File: src/hdl/brst_pkg.sv
// ----------------------------------------------------------------------------
// brst_pkg
// shared constants for the bit map range set / all-set test unit
// ----------------------------------------------------------------------------
package brst_pkg;

  // default map geometry
  localparam int MAP_BITS_DEF  = 65536;
  localparam int WORD_BITS_DEF = 64;

  // fixed field widths of a request
  localparam int IDX_W = 16;  // range_start and last bit index
  localparam int END_W = 17;  // range_end

  // depth of the queue between front and back
  localparam int QUEUE_DEPTH = 2;

  // request function codes
  localparam logic FUNC_SET  = 1'b0;
  localparam logic FUNC_TEST = 1'b1;

  // result status codes
  localparam logic [1:0] ST_OK       = 2'd0;
  localparam logic [1:0] ST_EMPTY    = 2'd1;
  localparam logic [1:0] ST_PAST_END = 2'd2;

endpackage

File: src/hdl/brst_front.sv
// ----------------------------------------------------------------------------
// brst_front
// takes a request, checks its range and splits both ends into word / offset
// ----------------------------------------------------------------------------
module brst_front import brst_pkg::*; #(
  parameter int MAP_BITS  = MAP_BITS_DEF,
  parameter int WORD_BITS = WORD_BITS_DEF
) (
  input  logic             clk,
  input  logic             rst,
  input  logic             accept,
  input  logic             func,
  input  logic [IDX_W-1:0] range_start,
  input  logic [END_W-1:0] range_end,
  output logic             busy,
  output logic             push,
  input  logic             full,
  output logic [3 + 2 * ((((((MAP_BITS < (1 << IDX_W)) ? MAP_BITS : (1 << IDX_W))
                 + WORD_BITS - 1) / WORD_BITS) > 1) ? $clog2((((MAP_BITS < (1 << IDX_W))
                 ? MAP_BITS : (1 << IDX_W)) + WORD_BITS - 1) / WORD_BITS) : 1)
                 + 2 * $clog2(WORD_BITS) - 1:0] entry
);

  localparam int EFF_BITS = (MAP_BITS < (1 << IDX_W)) ? MAP_BITS : (1 << IDX_W);
  localparam int DEPTH    = (EFF_BITS + WORD_BITS - 1) / WORD_BITS;
  localparam int ADDR_W   = (DEPTH > 1) ? $clog2(DEPTH) : 1;
  localparam int OFF_W    = $clog2(WORD_BITS);
  // reciprocal of the word size, exact for every index below 2**IDX_W
  localparam int SHIFT    = IDX_W + OFF_W;
  localparam int RECIP    = ((1 << SHIFT) + WORD_BITS - 1) / WORD_BITS;
  localparam int RECIP_W  = SHIFT - OFF_W + 1;
  localparam int PROD_W   = IDX_W + RECIP_W + 1;

  typedef struct packed {
    logic              func;
    logic [1:0]        status;
    logic [ADDR_W-1:0] w_first;
    logic [ADDR_W-1:0] w_last;
    logic [OFF_W-1:0]  off_first;
    logic [OFF_W-1:0]  off_last;
  } entry_t;

  typedef enum logic [2:0] {
    F_IDLE = 3'b001,
    F_MUL  = 3'b010,
    F_PUSH = 3'b100
  } front_state_t;

  front_state_t      state;
  front_state_t      state_next;
  logic              func_q;
  logic [1:0]        status_q;
  logic [IDX_W-1:0]  left_q;
  logic [IDX_W-1:0]  last_q;
  logic [IDX_W-1:0]  last_in;
  logic [PROD_W-1:0] prod_l;
  logic [PROD_W-1:0] prod_r;
  logic [ADDR_W-1:0] q_l;
  logic [ADDR_W-1:0] q_r;
  logic [IDX_W-1:0]  qw_l;
  logic [IDX_W-1:0]  qw_r;
  logic [IDX_W-1:0]  rem_l;
  logic [IDX_W-1:0]  rem_r;
  logic [1:0]        status_in;
  entry_t            ent;

  assign last_in = IDX_W'(range_end - 1'b1);

  always_comb begin
    priority if (range_end <= {1'b0, range_start}) begin
      status_in = ST_EMPTY;
    end else if (range_end > END_W'(EFF_BITS)) begin
      status_in = ST_PAST_END;
    end else begin
      status_in = ST_OK;
    end
  end

  assign rem_l = left_q - qw_l;
  assign rem_r = last_q - qw_r;

  always_comb begin
    ent.func      = func_q;
    ent.status    = status_q;
    ent.w_first   = q_l;
    ent.w_last    = q_r;
    ent.off_first = rem_l[OFF_W-1:0];
    ent.off_last  = rem_r[OFF_W-1:0];
  end

  assign entry = ent;
  assign busy  = (state != F_IDLE);
  assign push  = (state == F_PUSH) && !full;

  always_comb begin
    state_next = state;
    unique case (state)
      F_IDLE: begin
        if (accept) state_next = F_MUL;
      end
      F_MUL:  state_next = F_PUSH;
      F_PUSH: begin
        if (!full) state_next = F_IDLE;
      end
      default: state_next = F_IDLE;
    endcase
  end

  always_ff @(posedge clk) begin
    if (rst) begin
      state <= F_IDLE;
    end else begin
      state <= state_next;
      if (accept && state == F_IDLE) begin
        func_q   <= func;
        status_q <= status_in;
        left_q   <= range_start;
        last_q   <= last_in;
        prod_l   <= PROD_W'(range_start) * PROD_W'(RECIP);
        prod_r   <= PROD_W'(last_in) * PROD_W'(RECIP);
      end
      if (state == F_MUL) begin
        q_l  <= prod_l[SHIFT +: ADDR_W];
        q_r  <= prod_r[SHIFT +: ADDR_W];
        qw_l <= IDX_W'(prod_l[SHIFT +: ADDR_W]) * IDX_W'(WORD_BITS);
        qw_r <= IDX_W'(prod_r[SHIFT +: ADDR_W]) * IDX_W'(WORD_BITS);
      end
    end
  end

endmodule

File: config.mk
export PLATFORM = sky130hd
export DESIGN_NAME = brst_front
export DESIGN_NICKNAME = d
export VERILOG_FILES = /design/src/hdl/brst_pkg.sv /design/src/hdl/brst_front.sv
export SDC_FILE = /design/constraint.sdc
export NUM_CORES = 1
export LEC_CHECK = 0
export ABC_AREA = 1
export BUFFER_PORTS_ARGS = -buffer_cell sky130_fd_sc_hd__buf_4
export CAP_MARGIN = 15
export CORE_MARGIN = 5
export CORE_UTILIZATION = 35
export DETAILED_ROUTE_END_ITERATION = 7
export HOLD_SLACK_MARGIN = 0.1
export SETUP_SLACK_MARGIN = 0.5
export SLEW_MARGIN = 30
export SYNTH_ARGS = -nofsm -noshare
export SYNTH_HDL_FRONTEND = slang
export SYNTH_SLANG_ARGS = --single-unit
File: constraint.sdc
create_clock -name clk -period 3 [get_ports clk]
set_input_delay 0.3 -clock clk [delete_from_list [all_inputs] [get_ports clk]]
set_output_delay 0.3 -clock clk [all_outputs]
set_load 0.01 [all_outputs]
==> results.py <==
metrics = {
    "status": {
        "status": "finished, final reports clean",
    },
    "sta": {
        "fin_crit_ns": 1.613,
        "fmax_mhz": 620.0,
        "drv_slew": 0,
        "setup_ws_ns": 1.387,
        "min_period_over_period": 0.5376,
        "setup_viol": 0,
        "hold_viol": 0,
        "slew_headroom": 0.6166,
        "worst_pin_slew_ns": 0.5738,
        "holdWs_ns": 0.1358,
        "skew_ns": 0.01119,
        "grt_setup_unrepaired": "no",
        "setup_tns_ns": 0,
    },
    "yosys": {
        "synth_seq_cells": 58,
        "synth_nets": 298,
        "synth-warning-count": 0,
        "ys_seq_area_frac": 0.6213,
        "synth_cell_types": 26,
        "syn_area_per_cell_um2": 11.38,
        "syn-cell-area_um2": 2755,
        "syn-instance-count": 242,
    },
    "layout": {
        "final_cells": 422,
        "diodes": 0,
        "fin_area_um2": 3563,
        "utilization": 0.4635,
        "nets": 371,
        "final_layout_size_suffix_gt1_frac": 0.3094,
        "area_growth_pct": 29.34,
    },
    "die": {
        "dieArea_um2": 9747,
        "start_util": 0.3584,
        "rows": 32,
        "num_io_pins": 75,
        "chipWidth_um": 98.73,
        "fp.coreArea_um2": 7687,
        "die_y_um": 98.73,
    },
    "hold_path": {
        "whs_endpoint": "func_q$_DFFE_PP_",
        "min_path_type": "in2reg",
        "worstHoldStart": "func",
        "whs_path_depth": 1,
    },
    "worst_setup_path": {
        "cp-end-kind": "register",
        "path_cells": "inv_1, nor3_1, nand2_1, nor2_4, buf_4",
        "slowest_delay_ns": 0.40,
        "worstPathMaxFanout": 35,
        "crit_type": "reg2reg",
        "crit_family": "buffers and inverters",
        "critPathSlowestCell": "buf_4",
        "ff2ff_setup_slack_ns": 1.39,
        "path_buf_inv": 2,
        "arrival_ns": 1.59,
        "reg2reg_depth": 5,
        "start_kind": "register",
        "worstSetupStartpoint": "state[0]$_SDFFE_PP1P_",
        "r2r_start": "state[0]$_SDFFE_PP1P_",
        "reg2reg_to": "left_q[2]$_DFFE_PP_",
        "required_ns": 2.98,
    },
    "clocking": {
        "clock_sinks": 58,
        "root_buffer": "clkbuf_8",
        "clk_pin_slew_ns": 0.07,
        "htree_num_levels": 3,
        "clk_latency_ns": 0.34,
        "clock_path_buffers": 2,
        "cts_resized": 0,
        "numCtsBuffers": 9,
        "post_cts_buffers": 0,
        "ctsHoldBuffers": 0,
        "cts_tree": "done",
    },
    "power": {
        "p_per_area_nw_per_um2": 518.9,
        "leakagePower_nw": 1.557,
        "max-vdd-ir-drop_v": 0.0002456,
        "power_mw": 1.849,
    },
    "job": {
        "drv_cap": 0,
    },
    "grt": {
        "grt_pass1_wl_um": 8714,
        "globalRouteMet3Util": 0.06299,
        "use_met2": 0.1893,
        "grt_overflow": 0,
        "grtUsageTotal": 0.1177,
        "met1_usage": 0.1293,
        "grt_pass1_vias": 1905,
        "grt_busiest_layer": "met2",
        "grt_start_max_net_pins": 36,
        "grt_antenna_before_repair": 0,
    },
    "placement": {
        "portBuffers": 74,
        "pre_cts_slack_ns": 1.272,
        "dp_hpwl_um": 4245,
        "dpl_cell_area_um2": 3358,
        "globalplace.congestion": 0.7722,
        "dp.cells": 406,
    },
    "route": {
        "remaining_drc_errors": 0,
        "post_drt_wl_per_cell_um": 13.05,
        "ant_nets": 0,
        "vias": 1845,
        "drt-initial-drc-count": 66,
        "finalWirelength_um": 5508,
        "drt-vias-per-instance": 4.372,
        "dr.pass1.iters": 4,
    },
}
## cells in the mapped netlist (all sizes together)
master / n / area [um2]
a21o: 1 / 7.510
a21oi: 5 / 25.02
a31oi: 2 / 12.51
buf: 13 / 97.59
dfxtp: 3 / 60.06
edfxtp: 55 / 1652
ha: 18 / 225.2
inv: 37 / 138.9
nand2: 48 / 185.2
nand3: 6 / 30.03
nand3b: 2 / 15.01
nand4: 1 / 6.260
nor2: 27 / 111.4
nor3: 8 / 67.56
nor4: 2 / 12.51
o21ai: 3 / 15.01
or2: 1 / 6.260
xnor2: 3 / 26.28
xor2: 7 / 61.31
## cell families (layout without fill, tap and decap cells)
logic type | after synthesis | count (layout) | share of synthesized area
simple gates | 95 | 95 | 0.1576
flops | 58 | 58 | 0.6213
buf+inv | 50 | 128 | 0.08583
fa+ha+maj | 18 | 18 | 0.08175
compound gates | 11 | 11 | 0.02180
xor+xnor | 10 | 10 | 0.03179
## layer usage
metal	routed length, um	share of wire
met5	0	0
met2	2676	0.49
met4	103	0.019
met1	2279	0.41
met3	448	0.081
## flip-flops by register name, summed over array words and instances, names as in the netlist
name      count
func_q        1
left_q       16
prod_r       16
q_l          10
qw_r         10
state         3
status_q      2
## placed cells by master (no fill, tap or decap), drive strengths merged, types with 2 or more instances in the layout
cell	n
xnor2	3
nor4	2
o21ai	3
edfxtp	55
a21oi	5
dfxtp	3
xor2	7
nor3	8
inv	37
nor2	27
nand2	48
ha	18
clkbuf	14
a31oi	2
nand3	6
buf	75
nand3b	2
## report_power, final
| group | switching (mW) | internal [mW] |
|---|---|---|
| Sequential | 0.00939 | 0.925 |
| Clock | 0.287 | 0.430 |
| Combinational | 0.110 | 0.0886 |
## worst max-delay path by stage
stage | endpoint | slack [ns] | cells after the start
floorplan | func_q$_DFFE_PP_ | 1.02 | 4
global placement | q_l[9]$_DFFE_PP_ | 1.37 | 3
detailed placement | q_l[9]$_DFFE_PP_ | 1.27 | 2
CTS | q_l[7]$_DFFE_PP_ | 1.26 | 2
global route | prod_r[16]$_DFFE_PP_ | 1.23 | 5
finish | left_q[2]$_DFFE_PP_ | 1.39 | 5
## cell type report
cell class,count,area [um2]
Timing Repair Buffer,75,563.0
Inverter,37,138.9
Clock inverter,2,37.54
Tap cell,102,127.6
Clock buffer,14,162.7
Sequential cell,58,1712
Fill cell,776,4124
Multi-Input combinational cell,134,822.0
(Power assumes the default switching activity.)
