### src/hdl/brst_pkg.sv
// ----------------------------------------------------------------------------
// brst_pkg
// shared constants for the bit map range set / all-set test unit
// ----------------------------------------------------------------------------
package brst_pkg;

  // default map geometry
  localparam int MAP_BITS_DEF  = 65536;
  localparam int WORD_BITS_DEF = 64;

  // fixed field widths of a request
  localparam int IDX_W = 16;  // range_start and last bit index
  localparam int END_W = 17;  // range_end

  // depth of the queue between front and back
  localparam int QUEUE_DEPTH = 2;

  // request function codes
  localparam logic FUNC_SET  = 1'b0;
  localparam logic FUNC_TEST = 1'b1;

  // result status codes
  localparam logic [1:0] ST_OK       = 2'd0;
  localparam logic [1:0] ST_EMPTY    = 2'd1;
  localparam logic [1:0] ST_PAST_END = 2'd2;

endpackage

### src/hdl/brst_queue.sv
// ----------------------------------------------------------------------------
// brst_queue
// small first-in first-out queue of classified requests
// ----------------------------------------------------------------------------
module brst_queue import brst_pkg::*; #(
  parameter int WIDTH = 8,
  parameter int DEPTH = QUEUE_DEPTH
) (
  input  logic             clk,
  input  logic             rst,
  input  logic             push,
  input  logic [WIDTH-1:0] push_data,
  output logic             full,
  input  logic             pop,
  output logic [WIDTH-1:0] pop_data,
  output logic             empty
);

  localparam int PTR_W = (DEPTH > 1) ? $clog2(DEPTH) : 1;
  localparam int CNT_W = $clog2(DEPTH + 1);

  logic [WIDTH-1:0] slots [DEPTH];
  logic [PTR_W-1:0] wr_ptr;
  logic [PTR_W-1:0] rd_ptr;
  logic [CNT_W-1:0] count;
  logic             do_push;
  logic             do_pop;

  assign full     = (count == CNT_W'(DEPTH));
  assign empty    = (count == '0);
  assign do_push  = push && !full;
  assign do_pop   = pop && !empty;
  assign pop_data = slots[rd_ptr];

  always_ff @(posedge clk) begin
    if (do_push) begin
      slots[wr_ptr] <= push_data;
    end
  end

  always_ff @(posedge clk) begin
    if (rst) begin
      wr_ptr <= '0;
      rd_ptr <= '0;
      count  <= '0;
    end else begin
      if (do_push) begin
        wr_ptr <= (wr_ptr == PTR_W'(DEPTH - 1)) ? '0 : wr_ptr + 1'b1;
      end
      if (do_pop) begin
        rd_ptr <= (rd_ptr == PTR_W'(DEPTH - 1)) ? '0 : rd_ptr + 1'b1;
      end
      if (do_push && !do_pop) begin
        count <= count + 1'b1;
      end else if (do_pop && !do_push) begin
        count <= count - 1'b1;
      end
    end
  end

endmodule

### config.mk
export PLATFORM = sky130hd
export DESIGN_NAME = brst_queue
export DESIGN_NICKNAME = d
export VERILOG_FILES = /design/src/hdl/brst_pkg.sv /design/src/hdl/brst_queue.sv
export SDC_FILE = /design/constraint.sdc
export NUM_CORES = 1
export LEC_CHECK = 0
export BUFFER_PORTS_ARGS = -buffer_cell sky130_fd_sc_hd__buf_2
export CAP_MARGIN = 20
export CORE_MARGIN = 2
export CORE_UTILIZATION = 48
export DETAILED_ROUTE_END_ITERATION = 7
export GPL_TIMING_DRIVEN = 0
export PLACE_DENSITY = 0.7
export SYNTH_ARGS = -nofsm -noshare
export SYNTH_HDL_FRONTEND = slang
export SYNTH_SLANG_ARGS = --single-unit
### constraint.sdc
create_clock -name clk -period 1.6 [get_ports clk]
set_input_delay 0.16 -clock clk [delete_from_list [all_inputs] [get_ports clk]]
set_output_delay 0.16 -clock clk [all_outputs]
set_load 0.01 [all_outputs]
==> metrics, run 1 <==
status=completed; largest net degree at the start of global routing=13; RSZ-0062 raised after global routing=no; most frequent cells in the layout=buf_2, edfxtp_1, mux2_2; 1st-iter DRT viols=7; hold crit path type=in -> reg; first-pass GRT wire length=1780 um; drc violations=0; # Post-CTS Setup Buffers=0; Syn Std Cell Area=793 um2; worst path arrival time=1.70 ns; Slew headroom=0.739; max cap viols=0; Yosys cell types=13; DP Worst Slack=0.0380 ns; syn_nets=63; I/O pin total=22; FF/Latch Area=583 um2; multi-input logic area=205 um2; Detailed Route WL=1150 um; top cells by area, synth=edfxtp_1, dfxtp_1, mux2_2; CTS tree=built; Antenna Cells=0; final period utilization=0.925; Post-DRT Antenna Nets=0; fillcell total=136; Gate Count Post-Synth=50; chip width=44.7 um; Routability Congestion=0.686; Hold-fix buffers, CTS=0; die height=44.7 um; commonest non-fill, non-tap cell in the layout=buf_2; Pre-Repair DR Iteration Count=4; I/O Buffers=21; setup violators final=0; register bit count reported by yosys=21; WL/cell=12.6 um; Slew Viols, Final=0; Clock Tree Root=clkbuf_4; area delta synth->final=20.2%; # H-tree levels=1; Fin. Hold Viols=0; fmax=676 MHz; Placed Instances=87; post-layout util=0.626; Data required, critical path=1.82 ns; GRT Residual Overflow=0; Pleak=0.388 nW; vias in the first global route=447; clk_lat worst skew=0.29 ns; Die ar.=1990 um2; area leader, netlist=edfxtp_1; CP Class=reg -> reg; Worst-Margin Slew=0.392 ns; vias per cell=5.23; Worst Skew=0.00700 ns; CP Launch Type=flop; Finished Layout Cells=91; Final min period=1.48 ns; CTS Buf Count=3; post-DP HPWL=828 um; count of clock tree sinks=21; worst hold slack=0.0454 ns; initial antenna violation count=0; Seq/Total Area, Yosys=0.732; type of destination of the critical path=flop; share of the synthesized area in the top cell type=0.606; GR Util All Layers=0.130; Critical Path Fanout Max=5; share of cells above drive strength 1=0.493; fin nets=89; vias=476; Worst-path clk slew=0.11 ns; Yosys warning count=0; PwrDens=1530 nW/um2; Mean Syn Cell Area=15.9 um2; final setup TNS=0 ns; worst setup margin=0.120 ns; CTS max path bufs=2; core area=1520 um2; Core Rows=14; Initial Util=0.521; Max IR drop VDD=0.906 mV
critical path: stages, from the launching register on:
cell     delay, ns
dfxtp_2       0.37
nor2b_4       0.16
nor2_1        0.06
ha_1          0.31
or3_1         0.37
a21oi_1       0.14
routing by layer:
metal	global-route usage	part of all wire	up-vias
met5	0	0	-
met4	0.0727	0.0078	0
met3	0.0367	0.058	2
met2	0.229	0.52	16
met1	0.138	0.41	224
li1	-	-	234
Yosys cell counts:
| master | n |
|---|---|
| edfxtp_1 | 16 |
| mux2_2 | 8 |
| dfxtp_1 | 5 |
| nor2_1 | 5 |
| o21ai_0 | 3 |
| xor2_1 | 3 |
| a21oi_1 | 2 |
| inv_1 | 2 |
| or3_1 | 2 |
| and2_1 | 1 |
| buf_2 | 1 |
| ha_1 | 1 |
| nor2b_2 | 1 |
final timing paths:
check	start	end	slack (ns)	cells past startpoint
worst min-delay path	push_data[2]	slots[0][2]$_DFFE_PP_	0.05	1
worst max-delay path	count[1]$_SDFFE_PP0P_	count[1]$_SDFFE_PP0P_	0.12	5
worst max register to register	count[1]$_SDFFE_PP0P_	count[1]$_SDFFE_PP0P_	0.12	5
worst min register to register	wr_ptr$_SDFFE_PP0N_	wr_ptr$_SDFFE_PP0N_	0.50	2
metrics by stage:
| stage | instance area [um2] | total power [mW] |
|---|---|---|
| floorplan | 793 | 1.06 |
| global placement | 918 | 1.20 |
| detailed placement | 918 | 1.22 |
| CTS | 946 | 1.46 |
| global route | 953 | 1.55 |
| finish | 953 | 1.46 |
final cells by class:
| type | count | share of cell area |
|---|---|---|
| plain buffers | 1 | 0.00525 |
| clock buffers | 3 | 0.0236 |
| clock inverters | 1 | 0.00525 |
| inverters | 2 | 0.00787 |
| multi-input cells | 26 | 0.215 |
| flip-flops and latches | 21 | 0.612 |
| well taps | 16 | 0.0210 |
| repair buffers | 21 | 0.110 |
timing repair:
action	in CTS	in global routing
hold endpoints to repair	0	0
gates resized for setup	0	4
setup endpoints to repair	0	1
state kept, by name, summed over array words and instances, names as in the netlist, named ones only:
signal and cells:
count 2, rd_ptr 1, slots 16, wr_ptr 1
logic make-up (layout without fill, tap and decap cells):
group / after synthesis / after routing / share of synthesized area
muxes: 8 / 8 / 0.114
buffers and inverters: 3 / 28 / 0.0158
DFF: 21 / 21 / 0.732
adders and majority gates: 1 / 1 / 0.0158
AOI/OAI and AO/OA: 5 / 5 / 0.0315
xor gates and xnor gates: 3 / 3 / 0.0331
and+or+nand+nor: 9 / 9 / 0.0584
report_power, final:
group / switching, mW / total, mW / internal (mW)
combinational: 0.239 / 0.468 / 0.229
clock: 0.145 / 0.238 / 0.0929
sequential: 0.0517 / 0.752 / 0.701
(Power assumes the default switching activity.)
==> run 2: changes to the inputs <==
==> constraint.sdc (replaced) <==
create_clock -name clk -period 1.7 [get_ports clk]
set_input_delay 0.17 -clock clk [delete_from_list [all_inputs] [get_ports clk]]
set_output_delay 0.17 -clock clk [all_outputs]
set_load 0.01 [all_outputs]
==> run 2 against run 1 <==
  * Utilization shrank 0.49 points
  * Non-clock buffer count did not move
  * Critical path depth shrank 1
  * Clock power is 5% lower
  * Clock-buffer cell count unchanged
  * Via count increased by 0.21%
  * Sequential cell count did not move
  * Combinational power decreased by 7.7%
  * Global-route usage is the same
  * Highest routed layer unchanged
  * Power fell by 7.2%
==> metrics, run 2 (same netlist as run 1, synthesis figures left out) <==
first-pass GRT wire length=1780 um; Antenna Cells=0; Routability Congestion=0.686; die height=44.7 um; multi-input logic area=200 um2; cell depth of the worst setup path=4; Critical Path Fanout Max=5; CP max stage cell=dfxtp_1; post-layout util=0.621; Slew headroom=0.738; P_int=0.949 mW; worst path arrival time=1.79 ns; Detailed Route WL=1150 um; clk_lat worst skew=0.29 ns; WL/cell=12.6 um; Hold-fix buffers, CTS=0; I/O Buffers=21; final setup TNS=0 ns; post-cts sizing count=0; Pre-Repair DR Iteration Count=4; post-DP HPWL=828 um; # H-tree levels=1; Fin. Hold Viols=0; Initial Util=0.521; final period utilization=0.917; # Post-CTS Setup Buffers=0; CTS Buf Count=3; CTS max path bufs=2; Worst-Margin Slew=0.392 ns; area delta synth->final=19.2%; Max IR drop VDD=0.848 mV; fin nets=89; net switching power=0.405 mW; largest net degree at the start of global routing=13; chip width=44.7 um; most frequent cells in the layout=buf_2, edfxtp_1, mux2_2; vias in the first global route=447; FF/Latch Area=581 um2; Critical path origin=count[0]$_SDFFE_PP0P_; Core Rows=14; Die ar.=1990 um2; commonest non-fill, non-tap cell in the layout=buf_2; CP Cell Sequence=o21ai_0, ha_1, or3_1, a21oi_1; reg2reg path depth=4; Post-DRT Antenna Nets=0; Final min period=1.56 ns; Clock Tree Root=clkbuf_4; vias=477; Clk pwr share=0.166; 1st-iter DRT viols=7; share of cells above drive strength 1=0.467; Slew Viols, Final=0; CP Class=reg -> reg; Reg2Reg Launch Point=count[0]$_SDFFE_PP0P_; I/O pin total=22; Data required, critical path=1.93 ns; fillcell total=135; delay-heaviest family, CP=compound AO/OA/AOI/OAI gates; initial antenna violation count=0; Flop pwr share=0.515; Switching Fraction=0.299; status=completed; CTS tree=built; fmax=641 MHz; core area=1520 um2; max cap viols=0; PwrDens=1430 nW/um2; end point of the critical path=count[1]$_SDFFE_PP0P_; Pleak=0.386 nW; reg-to-reg endpoint=count[1]$_SDFFE_PP0P_; CP Launch Type=flop; RSZ-0062 raised after global routing=no; GRT Residual Overflow=0; max reg flops=16; register name with the most flops=slots; max incr delay on CP=0.37 ns; leading registers by flop count=slots x16, count x2; vias per cell=5.24; Worst R2R Setup Slack=0.14 ns; hold crit path type=in -> reg; Worst Skew=0.00666 ns; drc violations=0; post-route total power=1.35 mW; combinational fraction of design power=0.319; count of clock tree sinks=21; WP buf/inv=0; type of destination of the critical path=flop; setup violators final=0; GR Util All Layers=0.130; Worst-path clk slew=0.11 ns
-- run 2: changes by cell type in the layout (fill, tap and decap cells not counted) --
cell     previous run  this run
nor2b_4             1         0
dfxtp_1             3         5
o21ai_1             1         0
o21ai_0             2         3
dfxtp_2             2         0
nor2b_2             0         1
-- run 2: power groups by stage --
| stage | clock network [mW] | logic, mW | registers, mW |
|---|---|---|---|
| after floorplan | 0 | 0.303 | 0.699 |
| after global placement | 0 | 0.428 | 0.705 |
| after detailed placement | 0 | 0.438 | 0.708 |
| after CTS | 0.235 | 0.439 | 0.698 |
| after global routing | 0.247 | 0.486 | 0.707 |
| final | 0.225 | 0.432 | 0.698 |
-- run 2: worst min-delay path by stage --
stage / startpoint / endpoint / slack (ns) / depth (start not counted)
final: push_data[2] / slots[0][2]$_DFFE_PP_ / 0.06 / 1
after global routing: push_data[2] / slots[1][2]$_DFFE_PP_ / 0.04 / 1
after CTS: push_data[2] / slots[1][2]$_DFFE_PP_ / 0.04 / 1
after detailed placement: push_data[2] / slots[0][2]$_DFFE_PP_ / 0.36 / 1
after global placement: push_data[2] / slots[0][2]$_DFFE_PP_ / 0.36 / 1
after floorplan: rst / count[1]$_SDFFE_PP0P_ / 0.24 / 1
-- run 2: through the flow --
stage / hold slack (ns) / cells / area, um2 / setup slack (ns)
2_1_floorplan: 0.239 / 50 / 793 / 0.208
3_3_place_gp: 0.357 / 87 / 918 / 0.152
3_5_place_dp: 0.362 / 87 / 918 / 0.138
4_1_cts: 0.0443 / 91 / 946 / 0.126
5_1_grt: 0.0443 / 91 / 946 / 0.0398
6_report: 0.0553 / 91 / 946 / 0.141
-- run 2: per-layer routing --
layer  wire length (um)  up-vias  share of wire  GRT usage
li1                   -      234              -          -
met1                481      227           0.42      0.138
met2                600       14           0.52      0.229
met3                 56        2          0.049     0.0367
met4                  9        0         0.0078     0.0727
met5                  0        -              0          0
-- run 2: area by class of cell --
| type | instances | area share |
|---|---|---|
| Buffer | 1 | 0.00529 |
| Timing Repair Buffer | 21 | 0.111 |
| Sequential cell | 21 | 0.614 |
| Tap cell | 16 | 0.0212 |
| Multi-Input combinational cell | 26 | 0.212 |
| Clock buffer | 3 | 0.0238 |
| Clock inverter | 1 | 0.00529 |
| Inverter | 2 | 0.00794 |
-- run 2: worst register-to-register path, stage by stage (launching register included) --
cell and delay, ns:
dfxtp_1 0.37, o21ai_0 0.30, ha_1 0.32, or3_1 0.37, a21oi_1 0.14
==> run 3: changes to the inputs <==
--- a/config.mk
+++ b/config.mk
@@ -5,13 +5,14 @@
 export SDC_FILE = /design/constraint.sdc
 export NUM_CORES = 1
 export LEC_CHECK = 0
+export ABC_AREA = 1
 export BUFFER_PORTS_ARGS = -buffer_cell sky130_fd_sc_hd__buf_2
 export CAP_MARGIN = 20
 export CORE_MARGIN = 2
-export CORE_UTILIZATION = 48
+export CORE_UTILIZATION = 49
 export DETAILED_ROUTE_END_ITERATION = 7
 export GPL_TIMING_DRIVEN = 0
-export PLACE_DENSITY = 0.7
+export PLACE_DENSITY = 0.71
 export SYNTH_ARGS = -nofsm -noshare
 export SYNTH_HDL_FRONTEND = slang
 export SYNTH_SLANG_ARGS = --single-unit
==> run 3 against run 2 <==
  * Via count grew 13%
  * Worst setup slack got worse by 0.025 ns
  * Global-route usage rose by 0.40 points
  * Utilization up 1.6 points
  * Highest routed layer unchanged
==> metrics, run 3 <==
setup violators final=0; Max IR drop VDD=0.774 mV; EDFF count, synth=16; initial antenna violation count=0; GRT Residual Overflow=0; Pleak=0.413 nW; synth cell count leaders=edfxtp_1, nor2_1, mux2_2; Slew headroom=0.505; CP Class=reg -> reg; leading registers by flop count=slots x16, count x2; commonest non-fill, non-tap cell in the layout=buf_2; CP Cell Sequence=o21ai_2, nor2_1; drc violations=0; Data required, critical path=1.64 ns; Antenna Cells=0; die height=45.1 um; fin area=981 um2; Post-DRT Antenna Nets=0; Die ar.=2040 um2; max cap viols=0; Mean Syn Cell Area=13.4 um2; area leader, netlist=edfxtp_1; post-cts sizing count=0; vias per cell=5.21; top-count cell post-synth=edfxtp_1; largest net degree at the start of global routing=13; Fin. Hold Viols=0; GR Util All Layers=0.134; Slew Viols, Final=0; first-pass GRT wire length=1920 um; register bit count reported by yosys=21; Pre-Repair DR Iteration Count=5; WP buf/inv=0; WL/cell=11.6 um; core area=1540 um2; Critical Path Fanout Max=8; hold crit path type=in -> reg; worst path arrival time=1.52 ns; Worst-Margin Slew=0.740 ns; syn_nets=75; Worst-path clk slew=0.11 ns; I/O pin total=22; Clock Tree Root=clkbuf_4; fmax=631 MHz; # Post-CTS Setup Buffers=0; Worst R2R Setup Slack=0.12 ns; post-layout util=0.636; post-DP HPWL=893 um; CTS tree=built; Final min period=1.58 ns; CP max stage cell=nor2_1; delay-heaviest family, CP=simple AND/OR/NAND/NOR gates; share of the synthesized area in the top cell type=0.580; chip width=45.1 um; RSZ-0062 raised after global routing=yes; PwrDens=1400 nW/um2; final setup TNS=0 ns; vias in the first global route=487; Worst Skew=0.000729 ns; 1st-iter DRT viols=4; Seq/Total Area, Yosys=0.701; share of cells above drive strength 1=0.448; Initial Util=0.537; fin nets=101; vias=537; Yosys cell types=16; top cells by area, synth=edfxtp_1, dfxtp_1, mux2_2; Core Rows=14; ys flop type=edfxtp_1; most frequent cells in the layout=buf_2, edfxtp_1, nor2_1; Detailed Route WL=1190 um; count of clock tree sinks=21; area delta synth->final=18.4%; clk_lat worst skew=0.29 ns; final period utilization=0.932; placed instance area=953 um2; share of flip-flops with an asynchronous set or reset=0; register name with the most flops=slots; Finished Layout Cells=103; Routability Congestion=0.725; Yosys warning count=0; max reg flops=16; CTS Buf Count=3; Syn Std Cell Area=828 um2; CTS max path bufs=2; I/O Buffers=21; max incr delay on CP=0.58 ns; post-route total power=1.37 mW; type of destination of the critical path=flop; CP Launch Type=flop; # H-tree levels=1; status=completed; Gate Count Post-Synth=62; Placed Instances=99
-- run 3: cell types whose count changed in the layout (fill, tap and decap cells not counted), moves of 3 or more --
cell and delta:
inv_1 +5, nand2_1 +4, nor2_1 +4, xor2_1 -3
-- run 3: metrics by stage --
stage	hold WS [ns]	worst slack, ns
final	0.0570	0.116
after detailed placement	0.362	0.104
after global routing	0.0424	-0.00278
after floorplan	0.269	0.379
after CTS	0.0509	0.0929
after global placement	0.357	0.127
-- run 3: final timing paths --
path                                              end  cells after the start                   from
worst max-delay path            slots[0][2]$_DFFE_PP_                      2  count[0]$_SDFFE_PP0P_
worst min-delay path            slots[1][4]$_DFFE_PP_                      1           push_data[4]
worst max register to register  slots[0][2]$_DFFE_PP_                      2  count[0]$_SDFFE_PP0P_
worst min register to register    wr_ptr$_SDFFE_PP0N_                      2    wr_ptr$_SDFFE_PP0N_
-- run 3: logic make-up (layout without fill, tap and decap cells) --
family | count (synthesis) | after routing | share of synthesized area
compound gates | 6 | 6 | 0.0453
fa+ha+maj | 1 | 1 | 0.0151
buf+inv | 10 | 35 | 0.0468
flops | 21 | 21 | 0.701
mux | 8 | 8 | 0.109
simple gates | 16 | 16 | 0.0831
-- run 3: timing repair --
item                       in CTS  in global routing
hold buffers                    0                  0
hold endpoints to repair        0                  0
setup endpoints to repair       0                  5
-- run 3: final cells by class --
cell class | count | area, um2
multi-input cells | 31 | 209
well taps | 16 | 20.0
clock buffers | 3 | 22.5
repair buffers | 21 | 105
fillers | 134 | 561
plain buffers | 1 | 5.00
flip-flops and latches | 21 | 581
inverters | 9 | 33.8
clock inverters | 1 | 5.00
-- run 3: power by group --
part           switching [mW]  total (mW)  internal [mW]
combinational           0.239       0.436          0.198
clock                   0.140       0.227         0.0874
sequential             0.0541       0.709          0.655
total                   0.433        1.37          0.941
-- run 3: metal layers --
layer	up-vias	GRT usage	part of all wire
li1	269	-	-
met1	246	0.148	0.38
met2	20	0.249	0.54
met3	2	0.0400	0.071
met4	0	0.0353	0.0076
met5	-	0	0
